### src/i2cms_pkg.sv
// Shared types and constants of the I2C master write/read-back sequencer.
// No dependencies; every other file of the block imports this package.
package i2cms_pkg;

	localparam logic [1:0] CMD_EVENT = 2'd0;
	localparam logic [1:0] CMD_BEGIN_WRITE = 2'd1;
	localparam logic [1:0] CMD_BEGIN_READ = 2'd2;

	localparam logic [2:0] PH_START = 3'd0;
	localparam logic [2:0] PH_ADDRESS = 3'd1;
	localparam logic [2:0] PH_DATA = 3'd2;
	localparam logic [2:0] PH_REP_START = 3'd3;
	localparam logic [2:0] PH_RD_ADDRESS = 3'd4;
	localparam logic [2:0] PH_READ = 3'd5;
	localparam logic [2:0] PH_STOP = 3'd6;

	localparam logic [2:0] ACT_NONE = 3'd0;
	localparam logic [2:0] ACT_TRIG = 3'd1;
	localparam logic [2:0] ACT_START = 3'd2;
	localparam logic [2:0] ACT_STOP = 3'd3;
	localparam logic [2:0] ACT_STA_ONLY = 3'd4;

	localparam logic [2:0] CLR_NONE = 3'd0;
	localparam logic [2:0] CLR_TIMEOUT = 3'd1;
	localparam logic [2:0] CLR_START = 3'd2;
	localparam logic [2:0] CLR_ACK = 3'd3;
	localparam logic [2:0] CLR_NACK = 3'd4;

	localparam logic [1:0] REG_DEVICE_ADDRESS = 2'd0;
	localparam logic [1:0] REG_TX_BYTE_0 = 2'd1;
	localparam logic [1:0] REG_TX_BYTE_1 = 2'd2;
	localparam logic [1:0] REG_TX_BYTE_2 = 2'd3;

	localparam logic [1:0] WRITE_LENGTH = 2'd3;
	localparam logic [1:0] READ_PREFIX_LENGTH = 2'd2;
	localparam logic [1:0] LAST_INDEX = 2'd3;
	localparam logic [7:0] FILL_BYTE = 8'hFF;

	typedef struct packed {
		logic [1:0] command;
		logic       timeout_flag;
		logic       start_flag;
		logic       ack_flag;
		logic       nack_flag;
		logic [7:0] rx_byte;
	} item_t;

	typedef struct packed {
		logic [2:0] clear_flag;
		logic       write_data_valid;
		logic [7:0] write_data;
		logic [2:0] bus_action;
		logic       done_res;
		logic       read_valid;
		logic [7:0] read_byte;
		logic       unhandled;
	} result_t;

	typedef struct packed {
		logic [2:0] phase;
		logic [1:0] byte_index;
		logic       read_mode;
		logic       done_flag;
	} seq_state_t;

	typedef struct packed {
		logic [6:0] device_address;
		logic [7:0] tx_byte_0;
		logic [7:0] tx_byte_1;
		logic [7:0] tx_byte_2;
	} seq_cfg_t;

endpackage

### src/i2cms_if.sv
// Valid/ready channel interfaces for the sequencer's input and result words.
// Depends on i2cms_pkg for the payload types.
interface i2cms_item_if;
	import i2cms_pkg::*;
	logic  valid;
	logic  ready;
	item_t data;
	modport source (output valid, output data, input ready);
	modport sink (input valid, input data, output ready);
endinterface

interface i2cms_result_if;
	import i2cms_pkg::*;
	logic    valid;
	logic    ready;
	result_t data;
	modport source (output valid, output data, input ready);
	modport sink (input valid, input data, output ready);
endinterface

### src/i2cms_step.sv
// Next-state and response logic for one input word of the sequencer.
// Purely combinational; depends on i2cms_pkg.
module i2cms_step (
	input  i2cms_pkg::item_t      item,
	input  i2cms_pkg::seq_state_t cur,
	input  i2cms_pkg::seq_cfg_t   cfg,
	output i2cms_pkg::seq_state_t nxt,
	output i2cms_pkg::result_t    res
);
	import i2cms_pkg::*;

	logic [7:0] sla;
	logic [7:0] data_byte;
	logic [1:0] index_inc;
	logic [1:0] len;

	assign sla = {cfg.device_address, 1'b0};
	assign len = cur.read_mode ? READ_PREFIX_LENGTH : WRITE_LENGTH;

	always_comb begin
		case (cur.byte_index)
			2'd0: data_byte = cfg.tx_byte_0;
			2'd1: data_byte = cfg.tx_byte_1;
			2'd2: data_byte = cfg.tx_byte_2;
			default: data_byte = FILL_BYTE;
		endcase
		index_inc = (cur.byte_index == LAST_INDEX) ? cur.byte_index : cur.byte_index + 2'd1;
	end

	always_comb begin
		nxt = cur;
		res = '0;
		if (item.command == CMD_BEGIN_WRITE || item.command == CMD_BEGIN_READ) begin
			nxt.read_mode = (item.command == CMD_BEGIN_READ);
			nxt.byte_index = 2'd0;
			nxt.done_flag = 1'b0;
			nxt.phase = PH_START;
			res.bus_action = ACT_STA_ONLY;
		end else if (item.command == CMD_EVENT) begin
			if (item.timeout_flag) begin
				res.clear_flag = CLR_TIMEOUT;
			end else if (item.start_flag) begin
				res.clear_flag = CLR_START;
				res.bus_action = ACT_TRIG;
				if (!cur.read_mode || cur.phase == PH_START) begin
					res.write_data_valid = 1'b1;
					res.write_data = sla;
					nxt.phase = PH_ADDRESS;
				end else if (cur.phase == PH_REP_START) begin
					res.write_data_valid = 1'b1;
					res.write_data = sla | 8'h01;
					nxt.phase = PH_RD_ADDRESS;
				end
			end else if (item.ack_flag) begin
				res.clear_flag = CLR_ACK;
				case (cur.phase)
					PH_ADDRESS: begin
						res.write_data_valid = 1'b1;
						res.write_data = data_byte;
						nxt.byte_index = index_inc;
						nxt.phase = PH_DATA;
						res.bus_action = ACT_TRIG;
					end
					PH_DATA: begin
						if (cur.byte_index != len) begin
							res.write_data_valid = 1'b1;
							res.write_data = data_byte;
							nxt.byte_index = index_inc;
							res.bus_action = ACT_TRIG;
						end else if (cur.read_mode) begin
							nxt.phase = PH_REP_START;
							res.bus_action = ACT_START;
						end else begin
							nxt.done_flag = 1'b1;
							nxt.phase = PH_STOP;
							res.bus_action = ACT_STOP;
						end
					end
					PH_RD_ADDRESS: begin
						if (cur.read_mode) begin
							nxt.phase = PH_READ;
							res.bus_action = ACT_TRIG;
						end
					end
					default: begin
					end
				endcase
			end else if (item.nack_flag) begin
				res.clear_flag = CLR_NACK;
				if (!cur.read_mode) begin
					nxt.done_flag = 1'b0;
				end
				if (cur.phase == PH_ADDRESS) begin
					nxt.phase = PH_START;
					res.bus_action = ACT_START;
				end else if (!cur.read_mode && cur.phase == PH_DATA) begin
					nxt.phase = PH_STOP;
					res.bus_action = ACT_STOP;
				end else if (cur.read_mode && cur.phase == PH_READ) begin
					res.read_valid = 1'b1;
					res.read_byte = item.rx_byte;
					nxt.done_flag = 1'b1;
					nxt.phase = PH_STOP;
					res.bus_action = ACT_STOP;
				end else begin
					res.unhandled = 1'b1;
				end
			end
		end
		res.done_res = nxt.done_flag;
	end

endmodule

### src/i2c_master_write_read_sequencer.sv
// I2C master write/read-back sequencer, top level.
// Depends on i2cms_pkg, i2cms_if.sv and i2cms_step.
//
// Each input word is either a begin command or a bus status event, and
// each one yields exactly one result word describing the flag to clear,
// the byte to load and the bus action to issue. The block takes one word
// per clock cycle when the result side keeps up; a word is registered on
// entry, resolved against the sequencer state, and its result is loaded
// into the output register at the clock edge on which the output stage
// advances, which a stalled result side can hold off. The sequencer state
// is updated once per word at that same edge. The configuration registers
// should be written only while no word is in flight.
module i2c_master_write_read_sequencer (
	input  logic                 clk,
	input  logic                 arst_n,
	input  logic                 cfg_we,
	input  logic [1:0]           cfg_index,
	input  logic [7:0]           cfg_wdata,
	i2cms_item_if.sink           item,
	i2cms_result_if.source       result
);
	import i2cms_pkg::*;

	logic       valid_s1;
	item_t      item_s1;
	logic       out_valid_q;
	result_t    out_data_q;
	logic       advance;
	seq_state_t state_q;
	seq_state_t state_next;
	seq_cfg_t   cfg_q;
	result_t    step_res;

	assign advance = !out_valid_q || result.ready;
	assign item.ready = !valid_s1 || advance;
	assign result.valid = out_valid_q;
	assign result.data = out_data_q;

	always_ff @(posedge clk or negedge arst_n) begin
		if (!arst_n) begin
			cfg_q <= '0;
		end else if (cfg_we) begin
			case (cfg_index)
				REG_DEVICE_ADDRESS: cfg_q.device_address <= cfg_wdata[6:0];
				REG_TX_BYTE_0: cfg_q.tx_byte_0 <= cfg_wdata;
				REG_TX_BYTE_1: cfg_q.tx_byte_1 <= cfg_wdata;
				REG_TX_BYTE_2: cfg_q.tx_byte_2 <= cfg_wdata;
				default: begin
				end
			endcase
		end
	end

	always_ff @(posedge clk or negedge arst_n) begin
		if (!arst_n) begin
			valid_s1 <= 1'b0;
		end else if (item.ready) begin
			valid_s1 <= item.valid;
		end
	end

	always_ff @(posedge clk) begin
		if (item.ready && item.valid) begin
			item_s1 <= item.data;
		end
	end

	i2cms_step u_step (
		.item (item_s1),
		.cur  (state_q),
		.cfg  (cfg_q),
		.nxt  (state_next),
		.res  (step_res)
	);

	always_ff @(posedge clk or negedge arst_n) begin
		if (!arst_n) begin
			state_q <= '{phase: PH_START, byte_index: 2'd0, read_mode: 1'b0, done_flag: 1'b0};
			out_valid_q <= 1'b0;
		end else if (advance) begin
			out_valid_q <= valid_s1;
			if (valid_s1) begin
				state_q <= state_next;
			end
		end
	end

	always_ff @(posedge clk) begin
		if (advance && valid_s1) begin
			out_data_q <= step_res;
		end
	end

	a_begin_clears_done: assert property (@(posedge clk) disable iff (!arst_n)
		(advance && valid_s1 && (item_s1.command == CMD_BEGIN_WRITE
			|| item_s1.command == CMD_BEGIN_READ)) |=> !state_q.done_flag)
		else $error("begin command left the done flag set");

	a_read_ends_transfer: assert property (@(posedge clk) disable iff (!arst_n)
		(out_valid_q && out_data_q.read_valid) |->
			(out_data_q.done_res && out_data_q.bus_action == ACT_STOP))
		else $error("read byte delivered without finishing the transfer");

	a_unhandled_is_nack: assert property (@(posedge clk) disable iff (!arst_n)
		(out_valid_q && out_data_q.unhandled) |-> (out_data_q.clear_flag == CLR_NACK))
		else $error("unhandled flag raised for a non-nack event");

	a_done_tracks_state: assert property (@(posedge clk) disable iff (!arst_n)
		(advance && valid_s1) |=> (out_data_q.done_res == state_q.done_flag))
		else $error("reported done flag differs from sequencer state");

endmodule

### src/flat_wrapper.sv
// flat-port wrapper written by rule: the top's interface ports become plain ports
module i2c_master_write_read_sequencer_flat import i2cms_pkg::*;
  (clk, arst_n, cfg_we, cfg_index, cfg_wdata, item_valid, item_data, item_ready, result_valid, result_data, result_ready);
  i2cms_item_if item_i ();
  i2cms_result_if result_i ();
  input  logic clk;
  input  logic arst_n;
  input  logic cfg_we;
  input  logic [1:0] cfg_index;
  input  logic [7:0] cfg_wdata;
  input wire logic [$bits(item_i.valid)-1:0] item_valid;
  input wire logic [$bits(item_i.data)-1:0] item_data;
  output wire logic [$bits(item_i.ready)-1:0] item_ready;
  output wire logic [$bits(result_i.valid)-1:0] result_valid;
  output wire logic [$bits(result_i.data)-1:0] result_data;
  input wire logic [$bits(result_i.ready)-1:0] result_ready;
  assign item_i.valid = item_valid;
  assign item_i.data = item_data;
  assign item_ready = item_i.ready;
  assign result_valid = result_i.valid;
  assign result_data = result_i.data;
  assign result_i.ready = result_ready;
  i2c_master_write_read_sequencer u_core (.clk(clk), .arst_n(arst_n), .cfg_we(cfg_we), .cfg_index(cfg_index), .cfg_wdata(cfg_wdata), .item(item_i), .result(result_i));
endmodule
### config.mk
export PLATFORM = sky130hd
export DESIGN_NAME = i2c_master_write_read_sequencer_flat
export DESIGN_NICKNAME = d
export VERILOG_FILES = /design/src/i2cms_pkg.sv /design/src/i2cms_if.sv /design/src/i2cms_step.sv /design/src/i2c_master_write_read_sequencer.sv /design/src/flat_wrapper.sv
export SDC_FILE = /design/constraint.sdc
export NUM_CORES = 1
export LEC_CHECK = 0
export BUFFER_PORTS_ARGS = -buffer_cell sky130_fd_sc_hd__buf_2
export CAP_MARGIN = 5
export CORE_MARGIN = 8
export CORE_UTILIZATION = 33
export CTS_BUF_LIST = sky130_fd_sc_hd__clkbuf_16
export CTS_CLUSTER_DIAMETER = 150
export CTS_CLUSTER_SIZE = 8
export DETAILED_ROUTE_END_ITERATION = 16
export PLACE_DENSITY = 0.48
export SLEW_MARGIN = 30
export SYNTH_ARGS = -nofsm -noshare
export SYNTH_HDL_FRONTEND = slang
export SYNTH_SLANG_ARGS = --single-unit
export TNS_END_PERCENT = 1
### constraint.sdc
create_clock -name clk -period 3.55 [get_ports clk]
set_clock_uncertainty 0.2 [all_clocks]
set_input_delay 0.1775 -clock clk [delete_from_list [all_inputs] [get_ports clk]]
set_output_delay 0.1775 -clock clk [all_outputs]
set_load 0.02 [all_outputs]
==> results of run 1 <==
[cell families (layout without fill, tap and decap cells)]
logic type,count (synthesis),count (layout),synth area share (%)
AOI/OAI and AO/OA,68,68,13.7
xor gates and xnor gates,2,2,0.467
adders and majority gates,8,8,2.67
buffers and inverters,29,111,3.80
DFF,80,80,58.7
muxes,33,33,9.87
and+or+nand+nor,67,67,10.8
[final cells by class]
class                   instances  area (µm²)
well taps                     143         179
clock inverters                 7        81.3
fillers                      1050        6580
flip-flops and latches         80        2200
repair buffers                 84         558
clock buffers                   9         225
inverters                      11        41.3
multi-input cells             178        1410
[flip-flops by register name, indices dropped and copies added, names as in the netlist]
register / flops
u_core.state_q: 7
u_core.valid_s1: 1
u_core.result.data: 26
u_core.item_s1: 14
u_core.cfg_q: 31
u_core.result.valid: 1
[how the worst max path moves through the flow]
stage | end | cells after the start
final | u_core.state_q[2]$_DFFE_PN0P_ | 5
after global routing | u_core.state_q[0]$_DFFE_PN0P_ | 5
after CTS | u_core.state_q[2]$_DFFE_PN0P_ | 5
after detailed placement | u_core.state_q[2]$_DFFE_PN0P_ | 5
after global placement | u_core.result.data[14]$_SDFFCE_PP0P_ | 5
after floorplan | u_core.state_q[1]$_DFFE_PN0P_ | 5
[worst reg2reg max path, stage by stage, from the launching register on]
cell,delay [ns]
sky130_fd_sc_hd__dfrtp_1,0.81
sky130_fd_sc_hd__and4bb_2,0.33
sky130_fd_sc_hd__a21oi_2,0.20
sky130_fd_sc_hd__a31oi_1,0.13
sky130_fd_sc_hd__nor3_2,0.21
sky130_fd_sc_hd__mux2_2,0.37
[per-stage QoR]
step,setup slack (ns),cells
after detailed placement,1.23,470
after CTS,1.22,512
after floorplan,1.59,287
after global placement,1.24,470
final,1.18,512
after global routing,1.12,512
[report_power, final]
part,internal (mW),total [mW],switching (mW)
Sequential,1.10,1.22,0.118
Combinational,0.238,0.535,0.297
Clock,0.605,0.952,0.347
[synthesized netlist by cell type (all sizes together) (2+ instances only)]
| library cell | count | area, µm² |
|---|---|---|
| edfxtp | 40 | 1200 |
| nor4 | 2 | 12.5 |
| nor3b | 4 | 35.0 |
| mux2 | 32 | 360 |
| clkbuf | 8 | 30.0 |
| buf | 10 | 71.3 |
| o41ai | 2 | 17.5 |
| a32o | 2 | 20.0 |
| o21ai | 5 | 28.8 |
| nand2b | 8 | 50.1 |
| inv | 11 | 41.3 |
| and4b | 2 | 20.0 |
| a21boi | 2 | 15.0 |
| a21o | 2 | 15.0 |
| nor2 | 9 | 33.8 |
| a22o | 8 | 70.1 |
| a22oi | 8 | 60.1 |
| nand3 | 2 | 10.0 |
| nor3 | 7 | 40.0 |
| xor2 | 2 | 17.5 |
| ha | 8 | 100 |
| a21oi | 24 | 124 |
| nand3b | 5 | 37.5 |
| a2111oi | 2 | 42.5 |
| and4bb | 2 | 25.0 |
| nand2 | 8 | 30.0 |
| and3 | 12 | 75.1 |
| a31oi | 2 | 12.5 |
| nor2b | 4 | 25.0 |
| dfrtp | 40 | 1000 |
| a211oi | 2 | 27.5 |
[what timing repair did]
item,CTS,global route
hold endpoints to repair,87,0
hold buffers,26,0
setup endpoints to repair,0,0
buffers inserted,0,0
[metal layers]
metal	part of all wire (%)	up-vias	wire length (µm)	track usage (%)
met5	0	-	0	0
met1	46	1321	4100	15.9
met4	2.5	0	226	6.55
li1	-	1228	-	-
met3	3.6	17	323	2.76
met2	48	54	4300	20.0
==> impl_metrics.csv, run 1 <==
group,metric,value,unit
yosys,synth_enable_flop_cells,40,
drt,via_per_inst,5.12,
finish,commonest_non_fill_non_tap_cells_in_the_layout,"55 x sky130_fd_sc_hd__buf_2, 40 x sky130_fd_sc_hd__dfrtp_1, 40 x sky130_fd_sc_hd__edfxtp_1, 32 x sky130_fd_sc_hd__mux2_2, 26 x sky130_fd_sc_hd__dlygate4sd3_1",
setup_path,critical_path_buf_inv_count,0,
setup_path,sequence_of_cells_on_the_critical_path,"and4bb_2 > a21oi_2 > a31oi_1 > nor3_2 > mux2_2",
setup_path,timing.reg2reg.worst_path_depth,5,
placed_design,place_hpwl,6070,µm
setup_path,worstPathRequired,3.57,ns
floorplanning,floorplan_die_height,123,µm
finish,area_growth_syn_to_layout,25.1,%
worst_hold_path,hold_path.startpoint,"cfg_index[0]",
setup_path,critPathMaxFanout,21,
yosys,ys_async_sr_fraction,50.0,%
timing,tightest_slew,0.747,ns
floorplanning,row_count,39,
timing,timing_hold_violations_final,0,
yosys,yosys_register_bits,80,
finish,final_common_cell,"sky130_fd_sc_hd__buf_2",
global_route,grt_max_degree,41,
setup_path,critPathSlowestCell,"sky130_fd_sc_hd__dfrtp_1",
timing,slew_viol_final,0,
yosys,synthesis.nets,324,
setup_path,worst_setup_path_startpoint,"u_core.state_q[6]$_DFFE_PN0P_",
finish,design_area,0.00469,mm²
finish,drive_gt1_share,30.9,%
setup_path,timing.critical_path.from_type,"flop",
timing,setup_viol_count_final,0,
setup_path,timing.critical_path.arrival,2.38,ns
clock_network,count_of_instances_resized_after_the_clock_tree_is_built,0,
clock_network,clock_sink_count,80,
yosys,ys.warnings.count,0,
clock_network,clock_tree.buffer_depth,2,
drt,drt-pass1-iter-count,4,
clock_network,clock_h_tree_levels,3,
global_route,grt.overflow.total,0,
yosys,syn-instance-count,287,
drt,drc,0,
finish,finalCoreUtilization,41.6,%
yosys,synth-main-ff-cell,"sky130_fd_sc_hd__edfxtp_1",
clock_network,cts_tree,"done",
yosys,post_synth_cell_types,53,
global_route,grt.total_usage,12.6,%
clock_network,cts_root_buffer_type,"sky130_fd_sc_hd__clkbuf_16",
yosys,synth_area_per_cell,13.1,µm²
floorplanning,core_area,0.0113,mm²
drt,wire_per_inst,17.5,µm
worst_hold_path,hp-class,"input port to flop",
setup_path,cp-end-kind,"flop",
drt,ant_nets,0,
floorplanning,die_area,0.0150,mm²
drt,routed_wl,8950,µm
floorplanning,die_width,123,µm
clock_network,clk_latency,0.33,ns
global_route,number_of_global_route_vias_before_repair,2722,
setup_path,kind_of_cell_adding_the_most_delay_to_the_critical_path,"flip-flops",
drt,via_count,2620,
status,status,"finished, final reports clean",
timing,whs,0.143,ns
finish,antennaDiodeCount,0,
floorplanning,floorplan.io_pins,57,
setup_path,reg2reg_setup_slack,1.18,ns
placed_design,placed_area,0.00413,mm²
clock_network,tritoncts.num_buffers,9,
placed_design,port_buffers,56,
setup_path,cp_slowest_stage_delay,0.81,ns
pwr,total_power,2.71,mW
yosys,synth_sequential_area_ratio,58.7,%
timing,slew_headroom,50.0,%
pwr,p_per_area,577,mW/mm²
pwr,total_leakage_power,1.97,nW
finish,finalNetCount,401,
floorplanning,initial_utilization,33.3,%
timing,fin_crit,2.37,ns
global_route,antenna_found_initial,0,
setup_path,worst_r2r_endpoint,"u_core.state_q[2]$_DFFE_PN0P_",
setup_path,timing_worst_setup_path_type,"flop to flop",
timing,highest_clock_frequency_the_design_can_meet,422,MHz
worst_hold_path,hold-path-endpoint,"u_core.cfg_q[30]$_DFFE_PN0P_",
timing,rsz0062_at_grt,"no",
placed_design,place_congestion,0.853,
pwr,maximum_resistive_drop_on_vdd,0.200,mV
global_route,wire_length_of_the_first_global_routing_pass,14400,µm
timing,final_min_period_over_clock_period,66.7,%
flow_run,max_cap_violations,0,
yosys,synthesis.area,0.00375,mm²
drt,first_iter_violations,113,
setup_path,worstReg2RegStart,"u_core.state_q[6]$_DFFE_PN0P_",
timing,finalSetupTns,0,ns
worst_hold_path,min_delay_path_depth,3,
clock_network,cts.clk_slew.worst_paths,0.06,ns
(Power assumes the default switching activity.)
==> run 2, diff against run 1 <==
==> constraint.sdc (replaced) <==
create_clock -name clk -period 2.2 [get_ports clk]
set_clock_uncertainty 0.2 [all_clocks]
set_input_delay 0.11 -clock clk [delete_from_list [all_inputs] [get_ports clk]]
set_output_delay 0.11 -clock clk [all_outputs]
set_load 0.02 [all_outputs]
==> run 2 against run 1 <==
Net effect: utilization grew 1.1 points; combinational power grew 82%; cell area grew 2.7%; sequential cell count is the same; clock power grew 57%; count of clock-buffer cells in the layout grew 1; sequential share of layout area shrank 1.2 points; critical path depth is the same.
==> impl_metrics.csv, run 2 (synthesis results as in run 1) <==
group,metric,value,unit
timing,finalSetupTns,0,ns
clock_network,clk_latency,0.33,ns
setup_path,cp-end-kind,"flop",
timing,highest_clock_frequency_the_design_can_meet,483,MHz
floorplanning,row_count,39,
drt,via_per_inst,4.98,
global_route,grt.total_usage,12.8,%
setup_path,cp_slowest_stage_delay,0.51,ns
drt,wire_per_inst,16.9,µm
finish,antennaDiodeCount,0,
setup_path,crit_cells,5,
finish,largest_register_ff_count,31,
flow_run,max_cap_violations,0,
floorplanning,floorplan.io_pins,57,
timing,slew_viol_final,0,
setup_path,timing.critical_path.from_type,"flop",
timing,rsz0062_at_grt,"no",
global_route,antenna_found_initial,0,
drt,routed_wl,8960,µm
status,status,"finished, final reports clean",
drt,drc,0,
finish,commonest_non_fill_non_tap_cells_in_the_layout,"56 x sky130_fd_sc_hd__buf_2, 40 x sky130_fd_sc_hd__edfxtp_1, 39 x sky130_fd_sc_hd__dfrtp_1, 32 x sky130_fd_sc_hd__mux2_2, 26 x sky130_fd_sc_hd__dlygate4sd3_1",
timing,slew_headroom,64.1,%
pwr,total_power,4.39,mW
global_route,grt.overflow.total,0,
setup_path,timing.reg2reg.worst_path_depth,5,
worst_hold_path,hp-class,"input port to flop",
setup_path,timing.critical_path.arrival,2.09,ns
finish,finalNetCount,419,
drt,first_iter_violations,130,
placed_design,port_buffers,56,
worst_hold_path,min_delay_path_depth,4,
clock_network,cts_tree,"done",
global_route,wire_length_of_the_first_global_routing_pass,14800,µm
placed_design,place_hpwl,6360,µm
global_route,grt_max_degree,41,
floorplanning,floorplan_die_height,123,µm
finish,max_flop_register,"u_core.cfg_q",
global_route,number_of_global_route_vias_before_repair,2809,
setup_path,critPathMaxFanout,17,
finish,final_common_cell,"sky130_fd_sc_hd__buf_2",
drt,ant_nets,0,
pwr,total_leakage_power,2.06,nW
setup_path,critical_path_buf_inv_count,0,
floorplanning,die_width,123,µm
finish,drive_gt1_share,34.4,%
clock_network,cts_root_buffer_type,"sky130_fd_sc_hd__clkbuf_16",
clock_network,clock_h_tree_levels,3,
finish,finalNonFillerCells,530,
clock_network,clock_sink_count,80,
placed_design,numPlacedInstances,488,
timing,tightest_slew,0.538,ns
drt,drt-pass1-iter-count,4,
clock_network,tritoncts.num_buffers,9,
floorplanning,initial_utilization,33.3,%
clock_network,cts.clk_slew.worst_paths,0.06,ns
setup_path,timing_worst_setup_path_type,"flop to flop",
setup_path,sequence_of_cells_on_the_critical_path,"xor2_1 > o211a_1 > a2111oi_4 > o21ai_2 > a32o_1",
setup_path,worstPathRequired,2.22,ns
timing,setup_viol_count_final,0,
timing,fin_crit,2.07,ns
floorplanning,die_area,0.0150,mm²
timing,timing_hold_violations_final,0,
placed_design,place_congestion,0.786,
clock_network,cts_setup_buffers,0,
clock_network,clock_tree.buffer_depth,2,
finish,area_growth_syn_to_layout,28.5,%
pwr,p_per_area,910,mW/mm²
setup_path,kind_of_cell_adding_the_most_delay_to_the_critical_path,"compound AO/OA/AOI/OAI gates",
pwr,maximum_resistive_drop_on_vdd,0.429,mV
timing,whs,0.154,ns
timing,final_min_period_over_clock_period,94.1,%
drt,via_count,2641,
floorplanning,core_area,0.0113,mm²
setup_path,critPathSlowestCell,"sky130_fd_sc_hd__dfrtp_2",
==> run 2: layer usage <==
layer  global-route usage (%)  share of wire [%]  up-vias
met3                     2.21                3.6       16
met4                     7.62                2.8        0
met1                     16.6                 46     1308
met5                        0                  0        -
li1                         -                  -     1266
met2                     19.8                 48       51
==> run 2: cell type report <==
cell class | instances | area, µm²
Multi-Input combinational cell | 178 | 1410
Sequential cell | 80 | 2200
Clock buffer | 10 | 250
Clock inverter | 6 | 50.0
Inverter | 11 | 41.3
Timing Repair Buffer | 102 | 691
Fill cell | 1063 | 6450
Tap cell | 143 | 179
==> run 2: path summary, 6_finish.rpt <==
| path | from | to | slack (ns) |
|---|---|---|---|
| worst max-delay path | u_core.state_q[5]$_DFFE_PN0P_ | u_core.state_q[4]$_DFFE_PN0P_ | 0.13 |
| worst min-delay path | cfg_index[0] | u_core.cfg_q[24]$_DFFE_PN0P_ | 0.15 |
| worst max register to register | u_core.state_q[5]$_DFFE_PN0P_ | u_core.state_q[4]$_DFFE_PN0P_ | 0.13 |
| worst min register to register | u_core.valid_s1$_DFFE_PN0N_ | u_core.result.valid$_DFFE_PN0N_ | 0.30 |
| max in group asynchronous | arst_n | u_core.state_q[5]$_DFFE_PN0P_ | 1.19 |
| min in group asynchronous | arst_n | u_core.cfg_q[1]$_DFFE_PN0P_ | 0.21 |
==> run 2: what timing repair did <==
action,in CTS,in global routing
hold buffers,26,0
hold endpoints to repair,87,0
resized for setup,0,1
endpoints found under the setup margin,0,11
==> run 2: worst reg2reg max path: cells and delay by family, from the launching register on <==
kind	cells	cell delay, ns
AO/OA/AOI/OAI	4	1.03
flip-flops	1	0.51
XOR/XNOR	1	0.23
==> run 2: per-stage QoR <==
stage	utilization, %	setup slack, ns	area (µm²)
final	42.8	0.129	4820
after global routing	42.8	0.0149	4820
after CTS	42.8	0.0683	4820
after detailed placement	37.8	0.0873	4260
after global placement	37.8	0.131	4260
after floorplan	-	0.244	3750
==> run 2: power by group <==
part | switching (mW) | internal [mW] | total (mW) | leakage, nW
sequential | 0.139 | 1.78 | 1.92 | 0.874
combinational | 0.544 | 0.431 | 0.974 | 1.03
clock | 0.563 | 0.930 | 1.49 | 0.158
==> run 3, diff against run 2 <==
--- a/config.mk
+++ b/config.mk
@@ -7,11 +7,11 @@
 export LEC_CHECK = 0
 export BUFFER_PORTS_ARGS = -buffer_cell sky130_fd_sc_hd__buf_2
 export CAP_MARGIN = 5
+export CORE_ASPECT_RATIO = 1.4
 export CORE_MARGIN = 8
 export CORE_UTILIZATION = 33
 export CTS_BUF_LIST = sky130_fd_sc_hd__clkbuf_16
 export CTS_CLUSTER_DIAMETER = 150
-export CTS_CLUSTER_SIZE = 8
 export DETAILED_ROUTE_END_ITERATION = 16
 export PLACE_DENSITY = 0.48
 export SLEW_MARGIN = 30
==> constraint.sdc (replaced) <==
create_clock -name clk -period 2.7 [get_ports clk]
set_clock_uncertainty 0.2 [all_clocks]
set_input_delay 0.135 -clock clk [delete_from_list [all_inputs] [get_ports clk]]
set_output_delay 0.135 -clock clk [all_outputs]
set_load 0.02 [all_outputs]
==> run 3 against run 2 <==
Net effect: critical path type unchanged; via count fell by 3.1%; fmax fell by 9.5%; worst setup slack improved by 0.28 ns.
==> impl_metrics.csv, run 3 (synthesis results as in run 1) <==
group,metric,value,unit
pwr,power.share.switching,29.6,%
setup_path,sequence_of_cells_on_the_critical_path,"xor2_1 > a211o_1 > a211oi_4 > nand2_1 > o41ai_1",
global_route,met2_usage,23.1,%
setup_path,critPathMaxFanout,15,
setup_path,timing.critical_path.arrival,2.21,ns
drt,drt-pass1-iter-count,4,
timing,setup_viol_count_final,0,
setup_path,timing.critical_path.from_type,"flop",
finish,area.sequential,0.00220,mm²
finish,layout.filler_cells,1083,
clock_network,clk_latency,0.34,ns
pwr,power_switching,1.04,mW
finish,commonest_non_fill_non_tap_cells_in_the_layout,"55 x sky130_fd_sc_hd__buf_2, 40 x sky130_fd_sc_hd__dfrtp_1, 40 x sky130_fd_sc_hd__edfxtp_1, 32 x sky130_fd_sc_hd__mux2_2, 26 x sky130_fd_sc_hd__dlygate4sd3_1",
worst_hold_path,hold_path.startpoint,"cfg_index[1]",
floorplanning,floorplan.io_pins,57,
global_route,globalRouteMet1Util,13.1,%
clock_network,clock_sink_count,80,
setup_path,reg2reg_setup_slack,0.41,ns
pwr,power_report.internal_total,2.48,mW
pwr,total_leakage_power,1.96,nW
pwr,maximum_resistive_drop_on_vdd,0.410,mV
timing,finalSetupTns,0,ns
placed_design,port_buffers,56,
pwr,sequential_share_of_power,45.3,%
clock_network,ctsHoldBuffers,26,
global_route,grt.met3_usage,2.99,%
global_route,gr-max-usage-layer,"met2",
global_route,wire_length_of_the_first_global_routing_pass,14600,µm
timing,tightest_slew,0.659,ns
global_route,antenna_found_initial,0,
timing,rsz0062_at_grt,"no",
drt,drc,0,
pwr,p_clk_share,34.5,%
setup_path,cp-end-kind,"flop",
status,status,"finished, final reports clean",
finish,finalNetCount,403,
placed_design,place_hpwl,6420,µm
clock_network,tritoncts.num_buffers,9,
floorplanning,floorplan_die_height,142,µm
drt,ant_nets,0,
drt,routed_wl,9040,µm
clock_network,cts_tree,"done",
floorplanning,die_area,0.0151,mm²
global_route,grt_max_degree,41,
timing,timing_hold_violations_final,0,
drt,via_count,2558,
timing,slew_viol_final,0,
clock_network,clock_tree.buffer_depth,2,
setup_path,worstPathRequired,2.62,ns
setup_path,critPathSlowestCell,"sky130_fd_sc_hd__dfrtp_1",
clock_network,clock_h_tree_levels,3,
drt,first_iter_violations,89,
finish,largest_register_ff_count,31,
finish,antennaDiodeCount,0,
timing,slew_headroom,55.9,%
clock_network,cts_setup_buffers,0,
floorplanning,die_width,106,µm
finish,area_growth_syn_to_layout,25.6,%
timing,whs,0.0762,ns
global_route,number_of_global_route_vias_before_repair,2767,
clock_network,cts.clk_slew.worst_paths,0.06,ns
worst_hold_path,hp-class,"input port to flop",
clock_network,count_of_instances_resized_after_the_clock_tree_is_built,0,
finish,max_flop_register,"u_core.cfg_q",
timing,highest_clock_frequency_the_design_can_meet,437,MHz
placed_design,place_congestion,0.825,
placed_design,numPlacedInstances,473,
setup_path,worstReg2RegStart,"u_core.state_q[1]$_DFFE_PN0P_",
flow_run,max_cap_violations,0,
finish,finalNonFillerCells,515,
finish,multiInputGateArea,0.00141,mm²
pwr,p_per_area,747,mW/mm²
global_route,grt.overflow.total,0,
setup_path,timing_worst_setup_path_type,"flop to flop",
timing,fin_crit,2.29,ns
drt,wire_per_inst,17.5,µm
finish,drive_gt1_share,31.5,%
clock_network,cts_root_buffer_type,"sky130_fd_sc_hd__clkbuf_16",
pwr,comb_power_share,20.2,%
setup_path,worst_setup_path_startpoint,"u_core.state_q[1]$_DFFE_PN0P_",
finish,final_common_cell,"sky130_fd_sc_hd__buf_2",
timing,final_min_period_over_clock_period,84.8,%
global_route,grt.total_usage,12.8,%
floorplanning,core_area,0.0112,mm²
setup_path,critical_path_buf_inv_count,0,
drt,via_per_inst,4.97,
floorplanning,row_count,46,
floorplanning,initial_utilization,33.4,%
setup_path,kind_of_cell_adding_the_most_delay_to_the_critical_path,"compound AO/OA/AOI/OAI gates",
setup_path,cp_slowest_stage_delay,0.53,ns
[run 3: changes by cell type in the layout (fill, tap and decap cells not counted), sizes merged]
| cell | before | now |
|---|---|---|
| clkinvlp | 0 | 2 |
| clkinv | 2 | 3 |
| inv | 14 | 12 |
| clkbuf | 10 | 9 |
| buf | 76 | 60 |
[run 3: power by group through the flow]
stage          Combinational, mW  Clock (mW)  Sequential, mW
2_1_floorplan              0.513           0            1.58
3_3_place_gp               0.688           0            1.61
3_5_place_dp               0.689           0            1.62
4_1_cts                    0.723        1.25            1.60
5_1_grt                    0.794        1.30            1.62
6_report                   0.710        1.22            1.60
[run 3: layer usage]
layer	routed length, µm	share of wire (%)
met1	3490	39
met2	4950	55
met3	378	4.2
met4	220	2.4
met5	0	0
[run 3: metrics by stage]
step | instance area [µm²] | total power [mW] | setup slack [ns] | utilization [%]
3_5_place_dp | 4150 | 2.31 | 0.417 | 37.0
4_1_cts | 4710 | 3.57 | 0.392 | 42.0
6_report | 4710 | 3.52 | 0.411 | 42.0
3_3_place_gp | 4150 | 2.30 | 0.466 | 37.0
5_1_grt | 4710 | 3.71 | 0.236 | 42.0
2_1_floorplan | 3750 | 2.10 | 0.744 | -
[run 3: area by class of cell]
cell class,count,area share (%)
clock buffer,9,4.78
clock inverter,7,1.49
inverter,11,0.876
multi-input combinational,178,29.9
sequential,80,46.7
tap,144,3.82
timing repair buffer,86,12.4
[run 3: path summary, 6_finish.rpt]
check,endpoint,cells after the start
setup reg to reg,u_core.result.data[14]$_SDFFCE_PP0P_,5
setup / recovery,u_core.result.data[14]$_SDFFCE_PP0P_,5
hold / removal,u_core.cfg_q[29]$_DFFE_PN0P_,3
hold reg to reg,u_core.cfg_q[5]$_DFFE_PN0P_,1
max in group asynchronous,u_core.result.valid$_DFFE_PN0N_,2
min in group asynchronous,u_core.cfg_q[1]$_DFFE_PN0P_,2
[run 3: tightest hold or removal path: cells and delay by family]
family / cells / cell delay (ns)
AND/OR/NAND/NOR: 1 / 0.11
multiplexers: 1 / 0.23
buffers and inverters: 1 / 0.11
